## src/rtl/core/lvs_pkg.sv

```systemverilog
// Shared types and fixed widths for the Legendre value and slope block.
`default_nettype none

package lvs_pkg;

    localparam int DEG_W   = 5;
    localparam int NUM_DEG = 2 ** DEG_W;
    localparam int VAL_W   = 32;
    localparam int SLP_W   = 48;
    localparam int SUM_W   = 64;
    localparam int DIGIT_W = SLP_W / 2;

    // multiplier A operand
    typedef enum logic [1:0] {
        OPA_COEF_A,
        OPA_COEF_B,
        OPA_AX
    } t_opa_sel;

    // multiplier B operand
    typedef enum logic [2:0] {
        OPB_X,
        OPB_P1,
        OPB_P2,
        OPB_S1,
        OPB_S2
    } t_opb_sel;

    // where a finished product lands
    typedef enum logic [1:0] {
        DST_AX,
        DST_V,
        DST_D
    } t_dest;

    // source of a committed result
    typedef enum logic [1:0] {
        SRC_SEED0,
        SRC_SEED1,
        SRC_SUM
    } t_src;

    typedef struct packed {
        logic             load_x;
        logic             clear_sums;
        logic             issue;
        logic             digit;
        t_opa_sel         sel_a;
        t_opb_sel         sel_b;
        t_dest            dest;
        logic             negate;
        logic             commit;
        t_src             src;
        logic             last;
        logic [DEG_W-1:0] degree;
    } t_lvs_cmd;

endpackage

`default_nettype wire

```

## src/rtl/core/lvs_datapath.sv

```systemverilog
// Datapath: coefficient table, shared digit multiplier, rounding, sums and history.
`default_nettype none

module lvs_datapath import lvs_pkg::*; #(
    parameter int FRACTION_BITS = 30
) (
    input  wire                     i_clk,
    input  wire                     i_rst_n,
    input  wire t_lvs_cmd           i_cmd,
    input  wire signed [VAL_W-1:0]  i_abscissa,
    output logic                    o_busy,
    output logic [DEG_W-1:0]        o_degree_index,
    output logic signed [VAL_W-1:0] o_poly_value,
    output logic signed [SLP_W-1:0] o_poly_slope,
    output logic                    o_last_of_run
);

    localparam int CW    = FRACTION_BITS + 1;
    localparam int AW    = (CW > 33) ? CW : 33;
    localparam int PW    = AW + DIGIT_W;
    localparam int ACC_W = AW + SLP_W;
    localparam int RW    = ACC_W + 1;
    localparam int MAG_W = SUM_W - 1;

    localparam logic signed [SUM_W-1:0] SUM_MAX = {1'b0, {(SUM_W-1){1'b1}}};
    localparam logic signed [SUM_W-1:0] SUM_MIN = {1'b1, {(SUM_W-1){1'b0}}};
    localparam logic signed [VAL_W-1:0] VAL_MAX = {1'b0, {(VAL_W-1){1'b1}}};
    localparam logic signed [VAL_W-1:0] VAL_MIN = {1'b1, {(VAL_W-1){1'b0}}};
    localparam logic signed [SLP_W-1:0] SLP_MAX = {1'b0, {(SLP_W-1){1'b1}}};
    localparam logic signed [SLP_W-1:0] SLP_MIN = {1'b1, {(SLP_W-1){1'b0}}};
    localparam logic signed [VAL_W-1:0] ONE_V   = (FRACTION_BITS >= VAL_W - 1) ? VAL_MAX :
                                                  (VAL_W'(1) << FRACTION_BITS);
    localparam logic signed [SLP_W-1:0] ONE_D   = (FRACTION_BITS >= SLP_W - 1) ? SLP_MAX :
                                                  (SLP_W'(1) << FRACTION_BITS);

    // (2l-1)/l and (l-1)/l, rounded to nearest
    logic [CW-1:0] coef_a_tab [NUM_DEG];
    logic [CW-1:0] coef_b_tab [NUM_DEG];

    for (genvar g = 0; g < NUM_DEG; g++) begin : g_coef
        if (g < 2) begin : g_seed
            assign coef_a_tab[g] = '0;
            assign coef_b_tab[g] = '0;
        end else begin : g_ratio
            localparam logic [63:0] A_NUM = (64'(2 * g - 1) << FRACTION_BITS) + 64'(g / 2);
            localparam logic [63:0] B_NUM = (64'(g - 1) << FRACTION_BITS) + 64'(g / 2);
            localparam logic [63:0] A_VAL = A_NUM / 64'(g);
            localparam logic [63:0] B_VAL = B_NUM / 64'(g);
            assign coef_a_tab[g] = A_VAL[CW-1:0];
            assign coef_b_tab[g] = B_VAL[CW-1:0];
        end
    end

    logic signed [VAL_W-1:0] r_x;
    logic signed [VAL_W-1:0] r_p1, r_p2;
    logic signed [SLP_W-1:0] r_s1, r_s2;
    logic [AW-1:0]           r_ax_mag;
    logic                    r_ax_neg;
    logic signed [SUM_W-1:0] r_sum_v, r_sum_d;

    // operand stage
    logic                    r_op_valid;
    logic [AW-1:0]           r_opa_mag;
    logic [SLP_W-1:0]        r_opb_mag;
    logic                    r_op_neg, r_op_digit;
    t_dest                   r_op_dest;
    // product stage
    logic                    r_pr_valid;
    logic [PW-1:0]           r_prod;
    logic                    r_pr_neg, r_pr_digit;
    t_dest                   r_pr_dest;
    // partial-sum stage
    logic                    r_acc_valid;
    logic [ACC_W-1:0]        r_acc;
    logic                    r_acc_neg;
    t_dest                   r_acc_dest;
    // rounded term stage
    logic                    r_tm_valid;
    logic [MAG_W-1:0]        r_tm_mag;
    logic                    r_tm_neg;
    t_dest                   r_tm_dest;

    logic [AW-1:0]           opa_mag;
    logic                    opa_neg;
    logic signed [SLP_W-1:0] opb_val;
    logic [SLP_W-1:0]        opb_mag;
    logic [DIGIT_W-1:0]      mul_digit;
    logic [RW-1:0]           rnd_sum, rnd_shift;
    logic                    rnd_ovf;
    logic [MAG_W-1:0]        rnd_mag;
    logic signed [SUM_W-1:0] add_src;
    logic [SUM_W:0]          add_ext, mag_ext, add_res;
    logic signed [SUM_W-1:0] add_sat;
    logic signed [VAL_W-1:0] new_v;
    logic signed [SLP_W-1:0] new_d;

    always_comb begin
        case (i_cmd.sel_a)
            OPA_COEF_A: begin
                opa_mag = AW'(coef_a_tab[i_cmd.degree]);
                opa_neg = 1'b0;
            end
            OPA_COEF_B: begin
                opa_mag = AW'(coef_b_tab[i_cmd.degree]);
                opa_neg = 1'b0;
            end
            OPA_AX: begin
                opa_mag = r_ax_mag;
                opa_neg = r_ax_neg;
            end
            default: begin
                opa_mag = '0;
                opa_neg = 1'b0;
            end
        endcase
        case (i_cmd.sel_b)
            OPB_X:   opb_val = SLP_W'(r_x);
            OPB_P1:  opb_val = SLP_W'(r_p1);
            OPB_P2:  opb_val = SLP_W'(r_p2);
            OPB_S1:  opb_val = r_s1;
            OPB_S2:  opb_val = r_s2;
            default: opb_val = '0;
        endcase
        opb_mag = opb_val[SLP_W-1] ? (~opb_val + SLP_W'(1)) : opb_val;
    end

    assign mul_digit = r_op_digit ? r_opb_mag[SLP_W-1:DIGIT_W] : r_opb_mag[DIGIT_W-1:0];

    // round half away from zero on the magnitude, clamp to the 64-bit range
    always_comb begin
        rnd_sum   = RW'(r_acc) + (RW'(1) << (FRACTION_BITS - 1));
        rnd_shift = rnd_sum >> FRACTION_BITS;
        rnd_ovf   = |rnd_shift[RW-1:MAG_W];
        rnd_mag   = rnd_ovf ? '1 : rnd_shift[MAG_W-1:0];
    end

    // saturating accumulate into the value or slope sum
    always_comb begin
        add_src = (r_tm_dest == DST_V) ? r_sum_v : r_sum_d;
        add_ext = {add_src[SUM_W-1], add_src};
        mag_ext = {2'b00, r_tm_mag};
        add_res = r_tm_neg ? (add_ext - mag_ext) : (add_ext + mag_ext);
        if (add_res[SUM_W] != add_res[SUM_W-1]) begin
            add_sat = add_res[SUM_W] ? SUM_MIN : SUM_MAX;
        end else begin
            add_sat = add_res[SUM_W-1:0];
        end
    end

    always_comb begin
        case (i_cmd.src)
            SRC_SEED0: begin
                new_v = ONE_V;
                new_d = '0;
            end
            SRC_SEED1: begin
                new_v = r_x;
                new_d = ONE_D;
            end
            SRC_SUM: begin
                if ((&r_sum_v[SUM_W-1:VAL_W-1]) || !(|r_sum_v[SUM_W-1:VAL_W-1])) begin
                    new_v = r_sum_v[VAL_W-1:0];
                end else begin
                    new_v = r_sum_v[SUM_W-1] ? VAL_MIN : VAL_MAX;
                end
                if ((&r_sum_d[SUM_W-1:SLP_W-1]) || !(|r_sum_d[SUM_W-1:SLP_W-1])) begin
                    new_d = r_sum_d[SLP_W-1:0];
                end else begin
                    new_d = r_sum_d[SUM_W-1] ? SLP_MIN : SLP_MAX;
                end
            end
            default: begin
                new_v = '0;
                new_d = '0;
            end
        endcase
    end

    always_ff @(posedge i_clk) begin
        if (!i_rst_n) begin
            r_op_valid  <= 1'b0;
            r_pr_valid  <= 1'b0;
            r_acc_valid <= 1'b0;
            r_tm_valid  <= 1'b0;
        end else begin
            r_op_valid  <= i_cmd.issue;
            r_pr_valid  <= r_op_valid;
            r_acc_valid <= r_pr_valid && r_pr_digit;
            r_tm_valid  <= r_acc_valid;
        end
    end

    always_ff @(posedge i_clk) begin
        r_opa_mag  <= opa_mag;
        r_opb_mag  <= opb_mag;
        r_op_neg   <= opa_neg ^ opb_val[SLP_W-1] ^ i_cmd.negate;
        r_op_digit <= i_cmd.digit;
        r_op_dest  <= i_cmd.dest;

        r_prod     <= r_opa_mag * mul_digit;
        r_pr_neg   <= r_op_neg;
        r_pr_digit <= r_op_digit;
        r_pr_dest  <= r_op_dest;

        r_acc      <= r_pr_digit ? (r_acc + (ACC_W'(r_prod) << DIGIT_W)) : ACC_W'(r_prod);
        r_acc_neg  <= r_pr_neg;
        r_acc_dest <= r_pr_dest;

        r_tm_mag   <= rnd_mag;
        r_tm_neg   <= r_acc_neg;
        r_tm_dest  <= r_acc_dest;

        if (i_cmd.load_x) begin
            r_x <= i_abscissa;
        end

        if (r_tm_valid) begin
            case (r_tm_dest)
                DST_AX: begin
                    r_ax_mag <= r_tm_mag[AW-1:0];
                    r_ax_neg <= r_tm_neg;
                end
                DST_V:   r_sum_v <= add_sat;
                DST_D:   r_sum_d <= add_sat;
                default: r_sum_d <= r_sum_d;
            endcase
        end else if (i_cmd.clear_sums) begin
            r_sum_v <= '0;
            r_sum_d <= '0;
        end

        if (i_cmd.commit) begin
            r_p2           <= r_p1;
            r_p1           <= new_v;
            r_s2           <= r_s1;
            r_s1           <= new_d;
            o_poly_value   <= new_v;
            o_poly_slope   <= new_d;
            o_degree_index <= i_cmd.degree;
            o_last_of_run  <= i_cmd.last;
        end
    end

    assign o_busy = r_op_valid || r_pr_valid || r_acc_valid || r_tm_valid;

`ifndef SYNTHESIS
    a_commit_drained: assert property (@(posedge i_clk) disable iff (!i_rst_n)
        i_cmd.commit |-> !o_busy)
        else $error("result committed while products still in flight");

    a_digit_order: assert property (@(posedge i_clk) disable iff (!i_rst_n)
        (r_pr_valid && r_pr_digit) |-> $past(r_pr_valid && !r_pr_digit))
        else $error("upper digit product without its lower digit");

    a_ax_range: assert property (@(posedge i_clk) disable iff (!i_rst_n)
        (r_tm_valid && r_tm_dest == DST_AX) |-> (r_tm_mag[MAG_W-1:AW] == '0))
        else $error("a*x term exceeds its holding register");
`endif

endmodule

`default_nettype wire

```

## src/rtl/core/lvs_ctrl.sv

```systemverilog
// Controller: degree sequencing, multiply schedule and output register handshake.
`default_nettype none

module lvs_ctrl import lvs_pkg::*; #(
    parameter int DEGREE_LIMIT = 31
) (
    input  wire             i_clk,
    input  wire             i_rst_n,
    input  wire [DEG_W-1:0] i_max_degree,
    input  wire             i_in_valid,
    output logic            o_in_stall,
    output logic            o_out_valid,
    input  wire             i_out_stall,
    input  wire             i_busy,
    output t_lvs_cmd        o_cmd
);

    localparam int DEG_CAP_I = (DEGREE_LIMIT < NUM_DEG - 1) ? DEGREE_LIMIT : NUM_DEG - 1;
    localparam logic [DEG_W-1:0] DEG_CAP = DEG_W'(DEG_CAP_I);
    localparam int OPS = 6;
    localparam logic [3:0] ISSUE_CYCLES = 4'(2 * OPS);

    typedef enum logic [2:0] {
        ST_IDLE = 3'b001,
        ST_EMIT = 3'b010,
        ST_CALC = 3'b100
    } t_state;

    // multiply steps of one degree, in issue order
    typedef enum logic [2:0] {
        OP_AX_FORM,
        OP_D_COEF,
        OP_V_PREV2,
        OP_V_AX,
        OP_D_AX,
        OP_D_PREV2
    } t_op;

    t_state           r_state, n_state;
    logic [DEG_W-1:0] r_deg, n_deg;
    logic [DEG_W-1:0] r_top, n_top;
    logic [3:0]       r_cnt, n_cnt;
    logic             r_out_valid, n_out_valid;
    logic             out_free;
    t_lvs_cmd         cmd;

    always_comb begin
        n_state    = r_state;
        n_deg      = r_deg;
        n_top      = r_top;
        n_cnt      = r_cnt;
        cmd        = '0;
        cmd.sel_a  = OPA_COEF_A;
        cmd.sel_b  = OPB_X;
        cmd.dest   = DST_AX;
        cmd.src    = SRC_SUM;
        cmd.degree = r_deg;
        cmd.last   = (r_deg == r_top);
        out_free   = !r_out_valid || !i_out_stall;

        case (r_state)
            ST_IDLE: begin
                if (i_in_valid) begin
                    cmd.load_x = 1'b1;
                    n_deg      = '0;
                    n_top      = (i_max_degree > DEG_CAP) ? DEG_CAP : i_max_degree;
                    n_state    = ST_EMIT;
                end
            end
            ST_EMIT: begin
                if (r_deg == '0) begin
                    cmd.src = SRC_SEED0;
                end else if (r_deg == DEG_W'(1)) begin
                    cmd.src = SRC_SEED1;
                end
                if (out_free) begin
                    cmd.commit = 1'b1;
                    if (cmd.last) begin
                        n_state = ST_IDLE;
                    end else begin
                        n_deg = r_deg + DEG_W'(1);
                        if (r_deg != '0) begin
                            n_state = ST_CALC;
                            n_cnt   = '0;
                        end
                    end
                end
            end
            ST_CALC: begin
                if (r_cnt != ISSUE_CYCLES) begin
                    cmd.issue      = 1'b1;
                    cmd.digit      = r_cnt[0];
                    cmd.clear_sums = (r_cnt == '0);
                    n_cnt          = r_cnt + 4'd1;
                    case (t_op'(r_cnt[3:1]))
                        OP_AX_FORM: begin
                            cmd.sel_a = OPA_COEF_A;
                            cmd.sel_b = OPB_X;
                            cmd.dest  = DST_AX;
                        end
                        OP_D_COEF: begin
                            cmd.sel_a = OPA_COEF_A;
                            cmd.sel_b = OPB_P1;
                            cmd.dest  = DST_D;
                        end
                        OP_V_PREV2: begin
                            cmd.sel_a  = OPA_COEF_B;
                            cmd.sel_b  = OPB_P2;
                            cmd.dest   = DST_V;
                            cmd.negate = 1'b1;
                        end
                        OP_V_AX: begin
                            cmd.sel_a = OPA_AX;
                            cmd.sel_b = OPB_P1;
                            cmd.dest  = DST_V;
                        end
                        OP_D_AX: begin
                            cmd.sel_a = OPA_AX;
                            cmd.sel_b = OPB_S1;
                            cmd.dest  = DST_D;
                        end
                        OP_D_PREV2: begin
                            cmd.sel_a  = OPA_COEF_B;
                            cmd.sel_b  = OPB_S2;
                            cmd.dest   = DST_D;
                            cmd.negate = 1'b1;
                        end
                        default: cmd.issue = 1'b0;
                    endcase
                end else if (!i_busy) begin
                    n_state = ST_EMIT;
                end
            end
            default: n_state = ST_IDLE;
        endcase

        n_out_valid = cmd.commit || (r_out_valid && i_out_stall);
    end

    always_ff @(posedge i_clk) begin
        if (!i_rst_n) begin
            r_state     <= ST_IDLE;
            r_deg       <= '0;
            r_top       <= '0;
            r_cnt       <= '0;
            r_out_valid <= 1'b0;
        end else begin
            r_state     <= n_state;
            r_deg       <= n_deg;
            r_top       <= n_top;
            r_cnt       <= n_cnt;
            r_out_valid <= n_out_valid;
        end
    end

    assign o_in_stall  = (r_state != ST_IDLE);
    assign o_out_valid = r_out_valid;
    assign o_cmd       = cmd;

`ifndef SYNTHESIS
    a_commit_free: assert property (@(posedge i_clk) disable iff (!i_rst_n)
        o_cmd.commit |-> (!r_out_valid || !i_out_stall))
        else $error("result committed over an untaken output");

    a_calc_degree: assert property (@(posedge i_clk) disable iff (!i_rst_n)
        (r_state == ST_CALC) |-> (r_deg >= DEG_W'(2) && r_deg <= r_top))
        else $error("recurrence running on a seed or out-of-range degree");

    a_last_idle: assert property (@(posedge i_clk) disable iff (!i_rst_n)
        (o_cmd.commit && o_cmd.last) |=> (r_state == ST_IDLE && o_out_valid))
        else $error("run did not close after its final degree");
`endif

endmodule

`default_nettype wire

```

## src/rtl/core/legendre_value_and_slope_top.sv

```systemverilog
// Top level: Legendre P_l(x) and P'_l(x) by the Bonnet recurrence, degrees 0..max_degree.
// The first result (degree 0) is committed from the emit state entered on the input transfer.
// A new abscissa is taken only once the previous run has committed its last degree;
//   each degree from 2 on issues six fixed-point products, each two passes of one
//   shared 24-bit-digit multiplier, then waits for the four-stage product pipeline to drain.
// Reset: synchronous, active low; clears control state, max_degree returns to 4.
`default_nettype none

module legendre_value_and_slope_top import lvs_pkg::*; #(
    parameter int DEGREE_LIMIT  = 31,
    parameter int FRACTION_BITS = 30
) (
    input  wire                     i_clk,
    input  wire                     i_rst_n,
    // abscissa input channel
    input  wire                     i_in_valid,
    output logic                    o_in_stall,
    input  wire signed [VAL_W-1:0]  i_abscissa,
    // result channel
    output logic                    o_out_valid,
    input  wire                     i_out_stall,
    output logic [DEG_W-1:0]        o_degree_index,
    output logic signed [VAL_W-1:0] o_poly_value,
    output logic signed [SLP_W-1:0] o_poly_slope,
    output logic                    o_last_of_run,
    // configuration write channel (max_degree)
    input  wire                     i_cfg_valid,
    output logic                    o_cfg_ready,
    input  wire [DEG_W-1:0]         i_cfg_data
);

    localparam logic [DEG_W-1:0] MAX_DEGREE_RST = DEG_W'(4);

    logic [DEG_W-1:0] r_max_degree;
    t_lvs_cmd         cmd;
    logic             busy;

    // The user makes register writes only between runs (unenforced); all are taken at once.
    assign o_cfg_ready = 1'b1;

    always_ff @(posedge i_clk) begin
        if (!i_rst_n) begin
            r_max_degree <= MAX_DEGREE_RST;
        end else if (i_cfg_valid) begin
            r_max_degree <= i_cfg_data;
        end
    end

    // Controller: walks the degrees, schedules the multiply passes and owns
    // the output valid; the output payload sits in the datapath, so a new
    // abscissa can be taken while the final result still waits downstream.
    lvs_ctrl #(
        .DEGREE_LIMIT (DEGREE_LIMIT)
    ) u_ctrl (
        .i_clk        (i_clk),
        .i_rst_n      (i_rst_n),
        .i_max_degree (r_max_degree),
        .i_in_valid   (i_in_valid),
        .o_in_stall   (o_in_stall),
        .o_out_valid  (o_out_valid),
        .i_out_stall  (i_out_stall),
        .i_busy       (busy),
        .o_cmd        (cmd)
    );

    // Datapath: ratio table, digit multiplier, rounding, saturating sums,
    // recurrence history and the output register.
    lvs_datapath #(
        .FRACTION_BITS (FRACTION_BITS)
    ) u_datapath (
        .i_clk          (i_clk),
        .i_rst_n        (i_rst_n),
        .i_cmd          (cmd),
        .i_abscissa     (i_abscissa),
        .o_busy         (busy),
        .o_degree_index (o_degree_index),
        .o_poly_value   (o_poly_value),
        .o_poly_slope   (o_poly_slope),
        .o_last_of_run  (o_last_of_run)
    );

endmodule

`default_nettype wire

```

## config.mk

```make
export PLATFORM = sky130hd
export DESIGN_NAME = legendre_value_and_slope_top
export DESIGN_NICKNAME = d
export VERILOG_FILES = /design/src/rtl/core/lvs_pkg.sv /design/src/rtl/core/lvs_datapath.sv /design/src/rtl/core/lvs_ctrl.sv /design/src/rtl/core/legendre_value_and_slope_top.sv
export SDC_FILE = /design/constraint.sdc
export NUM_CORES = 2
export LEC_CHECK = 0
export BUFFER_PORTS_ARGS = -buffer_cell sky130_fd_sc_hd__buf_2
export CAP_MARGIN = 20
export CORE_UTILIZATION = 25
export CTS_CLUSTER_SIZE = 8
export DETAILED_ROUTE_END_ITERATION = 8
export PLACE_DENSITY_LB_ADDON = 0.15
export SKIP_LAST_GASP = 1
export SLEW_MARGIN = 40
export SYNTH_ARGS = -nofsm -noshare
export SYNTH_HDL_FRONTEND = slang
export SYNTH_SLANG_ARGS = --single-unit
```

## constraint.sdc

```tcl
create_clock -name i_clk -period 12.4 [get_ports i_clk]
set_clock_uncertainty 0.15 [all_clocks]
set_input_delay 1.86 -clock i_clk [delete_from_list [all_inputs] [get_ports i_clk]]
set_output_delay 1.86 -clock i_clk [all_outputs]
set_load 0.01 [all_outputs]
```

# == Word level (Yosys, flattened, before mapping) ==
# Memories as Yosys holds them, arrays and structs flattened.
# Cells that the tools add are included.
# word_totals
reg_bits,672
mem_bits_ro,1984
input_bits,42
elab_cells,179
memories,2
# memory_table
memory,words,width,rd,rd_clocked_by_memory_dff,write_ports,line_no,source
(name not given),32,31,1,0,0,lvs_datapath.sv:104,opa_mag = AW'(coef_b_tab[i_cmd.degree]);
(name not given),32,31,1,0,0,lvs_datapath.sv:100,opa_mag = AW'(coef_a_tab[i_cmd.degree]);
# classes
n_addsub,7
multipliers,1
magnitude_cmp,2
n_eq_ne,33
mux,53
n_bitwise,4
reduce_logical,39
# ops
cell,count
64-bit 2-to-1 mux,8
48-bit case mux with 5 select lines,1
31-bit 2-to-1 mux,4
33-bit case mux with 3 select lines,1
48-bit 2-to-1 mux,2
32-bit case mux with 3 select lines,1
48-bit case mux with 2 select lines,1
81-bit by 30-bit adder with 82-bit output (second input constant),1
81-bit adder,1
64-bit by 53-bit adder with 65-bit output,1
65-bit 2-to-1 mux,1
64-bit by 53-bit subtractor with 65-bit output,1
32-bit 2-to-1 mux,2
33-bit by 24-bit multiplier with 57-bit output,1
57-bit 2-to-1 mux,1
48-bit by 2-bit adder with 48-bit output (second input constant),1
48-bit inverter,1
47-bit 2-to-1 mux,1
7-bit case mux with 5 select lines,1
33-bit AND reduction,1
33-bit OR reduction,1
24-bit 2-to-1 mux,1
11-bit 2-to-1 mux,2
3-bit 2-to-1 mux,7
42 further kinds,96

# == Longest topological paths before layout ==
# logic_depth
ltp_word,10
mapped_depth,31

# == Hierarchy ==
# Synthesis repeated with hierarchy kept, for this count alone.
# hier_totals
cells_unflattened,6059
area_unflattened_um2,59191.8
# modules_own_cells
module,instances,cells_per_inst,area_per_inst_um2
lvs_datapath,1,5906,57828.0
lvs_ctrl,1,135,1162.4
legendre_value_and_slope_top,1,18,201.4

# == Worst setup path before layout ==
# Ideal clock, no wire load.
# synth_timing
kind,input to register
start,input port i_out_stall
end,register u_ctrl.r_cnt[2]
setup_time_ns,0.115
arrival_ns,10.956
setup_slack_ns,1.179
stages,7
path_buffers,1
cell_sequence,a21oi_1 -> nor2b_1 -> clkbuf_1 -> o21a_1 -> o21ai_0 -> a21oi_1 -> nor2b_1
# synth_between
elab_chain_cells,4
# synth_rtl
element,line_no,source
from (decl),legendre_value_and_slope_top.sv:21,"input wire i_out_stall,"
1-bit zero test,lvs_ctrl.sv:59,out_free = !r_out_valid || !i_out_stall;
1-bit logical OR,lvs_ctrl.sv:59,
2-bit by 1-bit inequality test with 1-bit output (no line),-,
5-bit AND reduction (no line),-,
to (signal assigned),lvs_ctrl.sv:151,r_cnt <= n_cnt;
to (decl),lvs_ctrl.sv:42,"logic [3:0] r_cnt, n_cnt;"
# No other way between the ends.
# A chain may end at the register's enable or synchronous reset.

# == Worst setup path after layout ==
# layout_timing
start,register u_datapath.r_op_digit
end,register u_datapath.r_prod[56]
# layout_between
elab_chain_cells,2
# layout_rtl
element,line_no,source
from (decl),lvs_datapath.sv:65,"logic r_op_neg, r_op_digit;"
from (signal assigned),lvs_datapath.sv:197,r_op_digit <= i_cmd.digit;
24-bit 2-to-1 mux,lvs_datapath.sv:127,assign mul_digit = r_op_digit ? r_opb_mag[SLP_W-1:DIGIT_W] : r_opb_mag[DIGIT_W-1:0];
33-bit by 24-bit multiplier with 57-bit output,lvs_datapath.sv:200,r_prod <= r_opa_mag * mul_digit;
to (signal assigned),lvs_datapath.sv:200,
to (decl),lvs_datapath.sv:69,logic [PW-1:0] r_prod;
# No other way between the ends.

==> summary.md <==
| Metric | Value |
|---|---|
| Clock Latency Late Sink | 0.72 ns |
| Die area | 240100 sq um |
| Post-synthesis sequential area ratio | 27.85% |
| Post_cts resized | 0 |
| Worst slew margin | 41.44% |
| Syn nets | 7209 |
| # clock sinks | 648 |
| Synth top area share | 22.94% |
| Hold_sp | u_datapath.r_pr_neg$_DFF_P_ |
| Ys flop type | edfxtp_1 |
| Worst setup EP type | flip-flop |
| Area of the core | 235900 sq um |
| IO buf count | 129 |
| CTS H-tree depth | 3 |
| Total gr overflow | 0 |
| Origin of the critical flop-to-flop path | u_datapath.r_op_digit$_SDFF_PN0_ |
| Post-route DRC | 0 |
| Post-CTS setup buffers | 0 |
| Drt pass-1 iters | 5 |
| FF-to-FF path depth | 26 |
| Worst slew pin tran | 0.8784 ns |
| Yosys reg bits | 648 |
| P per Cell Area | 101.5 nW/um^2 |
| R2R setup slack | 3.32 ns |
| Via Count | 44458 |
| Worst Hold Depth | 0 |
| WL met3 | 8302 um |
| Global-route wire length before repair | 308800 um |
| WS Path Type | reg -> reg |
| Count leader, synth | inv_1 |
| Met2 Routed Length | 95180 um |
| Die height | 490.0 um |
| Hold EP | u_datapath.r_acc_neg$_DFF_P_ |
| Pre-CTS setup slack | 3.315 ns |
| CTS max path bufs | 3 |
| Syn. warnings | 0 |
| Antenna-violating nets left | 0 |
| Syn Inst Count | 6160 |
| Mapped cell area | 59530 sq um |
| Routability Congestion | 0.8523 |
| Via/cell ratio | 4.768 |
| Setup TNS | 0 ns |
| Outcome | finished clean |
| Initial Util | 25.24% |
| Clk Tree Root Cell | clkbuf_16 |
| CTS tree | built |
| Largest net degree at the start of global routing | 70 |
| IO Count | 131 |
| Post-route minimum period | 9.076 ns |
| Final Hold Fails | 0 |
| DR WL/cell | 22.12 um |
| CP required | 12.83 ns |
| Async SR Flop Fraction | 0% |
| Layout area overhead | 11.37% |
| Final WS setup | 3.324 ns |
| WHS | 0.1745 ns |
| Ratio of final minimum period to clock period | 73.20% |
| Distinct cells, synth | 101 |
| Setup crit start kind | flip-flop |
| M1 WL | 98560 um |
| Multi-input gate area | 38710 sq um |
| Clock transition at path regs | 0.05 ns |
| Initial antenna violation count | 13 |
| Synth area leader | fa_1 |
| Vias in the first global route | 45814 |
| Core Rows | 178 |
| CTS buffer count | 93 |
| Fill cells | 25084 |
| Gr usage total | 17.00% |
| Top Layer Used | met4 |
| Crit path DAT | 9.51 ns |
| RR Endpoint | u_datapath.r_prod[56]$_DFF_P_ |
| 1st-iter DRT viols | 3015 |
| NumNets Final | 7175 |
| Post-synth EDFFs | 360 |
| RSZ-0062 raised after global routing | no |
| Pleak | 27.87 nW |
| Maxcap violations | 0 |
| Fmax achieved | 0.1102 GHz |
| HPWL Detailed | 161400 um |
| Setup-failing EPs final | 0 |
| HP Class | reg -> reg |
| Die W | 490.0 um |
| CP max FO | 25 |
| Sequential Area | 16590 sq um |
| Pins Over Slew Limit | 0 |
| Top post-synthesis cells by count | 806 x inv_1, 682 x fa_1, 662 x nand2_1 |
| Avg Cell Area, Syn | 9.663 sq um |
| Peak VDD IR | 0.0001168 V |
| Synth area leaders | fa_1 23%, edfxtp_1 18%, dfxtp_1 9.7% |
| Share of post-route cells with drive strength above 1 | 8.278% |
| Post-CTS Hold Buffers | 0 |
| Final WL | 206300 um |
[final cells by class]
cell class / count / area share (%)
Multi-Input combinational cell: 4359 / 58.39
Sequential cell: 648 / 25.02
Tap cell: 3150 / 5.945
Inverter: 808 / 4.575
Clock buffer: 133 / 3.799
Timing Repair Buffer: 216 / 2.031
Clock inverter: 9 / 0.2302
Antenna cell: 2 / 0.007549
[routing by layer]
layer  vias up  GRT usage [%]
met2       946          27.28
met1     22892          24.32
li1      20418              -
met4         0          3.621
met3       202          2.012
met5         -              0
[sequential cells by signal, indices dropped and copies added (netlist names), 3 cells and up]
name and cells:
u_datapath.r_sum_d 64, u_datapath.r_sum_v 64, u_datapath.r_acc 57, u_datapath.r_prod 57, u_datapath.r_tm_mag 52, u_datapath.o_poly_slope 48
u_datapath.r_opb_mag 48, u_datapath.r_s2 48, u_datapath.r_ax_mag 33, u_datapath.r_opa_mag 33, u_datapath.o_poly_value 32, u_datapath.r_p2 32
u_datapath.r_x 32, r_max_degree 5, u_ctrl.r_deg 5, u_ctrl.r_top 5, u_datapath.o_degree_index 5, u_ctrl.r_cnt 4
u_ctrl.r_state 3
[layout by cell type (no fill, tap or decap), types with 47 or more instances in the layout]
cell / Yosys / final
a21boi_1: 55 / 55
a21o_1: 126 / 125
a21oi_1: 315 / 312
and2_1: 342 / 342
and3_1: 47 / 47
buf_2: 29 / 129
buf_4: 2 / 81
clkbuf_16: 0 / 94
dfxtp_1: 288 / 281
edfxtp_1: 360 / 360
fa_1: 682 / 682
ha_1: 325 / 323
inv_1: 806 / 806
mux2_2: 111 / 105
nand2_1: 662 / 662
nand3_1: 66 / 66
nand4_1: 51 / 51
nor2_1: 222 / 220
nor2b_1: 130 / 128
nor3_1: 52 / 52
o21a_1: 74 / 73
o21ai_0: 176 / 176
o31ai_1: 78 / 78
xnor2_1: 206 / 206
xor2_1: 102 / 102
[worst max-delay path, cell delays in order (launching register included)]
cell      delay (ns)
dfxtp_1         0.31
buf_4           0.39
mux2i_4         0.79
nor2b_1         0.15
fa_1            0.54
fa_1            0.54
inv_1           0.06
fa_1            0.57
fa_1            0.45
fa_1            0.55
inv_1           0.05
fa_1            0.52
inv_1           0.06
fa_1            0.48
inv_1           0.04
ha_1            0.36
a21oi_1         0.24
a21oi_1         0.09
o31ai_1         0.29
a31oi_1         0.23
a31oi_1         0.65
o21ai_0         0.26
a41o_1          0.34
a211oi_1        0.38
o21ai_0         0.14
a21oi_1         0.19
xnor2_1         0.08
[stage by stage]
stage               total power, mW  instances  util [%]  area [sq um]
finish                        6.727       9325     28.11         66300
global route                  6.994       9323     28.11         66290
CTS                           6.795       9322     28.08         66220
detailed placement            4.352       9180     26.94         63550
global placement              4.343       9179     26.91         63470
floorplan                     3.594       6160         -         59530
[report_power, final]
| group | internal, mW | switching (mW) | total [mW] |
|---|---|---|---|
| Combinational | 0.389 | 1.21 | 1.60 |
| Clock | 1.40 | 1.01 | 2.41 |
| Sequential | 2.54 | 0.171 | 2.71 |
[worst max path at each step]
stage / startpoint / end / slack (ns) / cells after the start
final: u_datapath.r_op_digit$_SDFF_PN0_ / u_datapath.r_prod[56]$_DFF_P_ / 3.32 / 26
after global placement: u_datapath.r_op_digit$_SDFF_PN0_ / u_datapath.r_prod[56]$_DFF_P_ / 3.21 / 28
after detailed placement: u_datapath.r_op_digit$_SDFF_PN0_ / u_datapath.r_prod[54]$_DFF_P_ / 3.32 / 28
after global routing: u_datapath.r_op_digit$_SDFF_PN0_ / u_datapath.r_prod[56]$_DFF_P_ / 2.81 / 26
after floorplan: i_out_stall / u_ctrl.r_cnt[2]$_SDFFE_PN0P_ / 1.18 / 7
after CTS: u_datapath.r_op_digit$_SDFF_PN0_ / u_datapath.r_prod[54]$_DFF_P_ / 3.19 / 28
[cells by family after synthesis]
group / Yosys count / synth area share [%]
compound gates: 1185 / 13.33
buf+inv: 1153 / 7.508
mux: 135 / 2.503
flops: 648 / 27.85
fa+ha+maj: 1007 / 29.77
xor+xnor: 310 / 4.586
other cells: 1 / 0.006300
simple gates: 1721 / 14.45
Note: power is estimated with default switching activity, not from simulation.
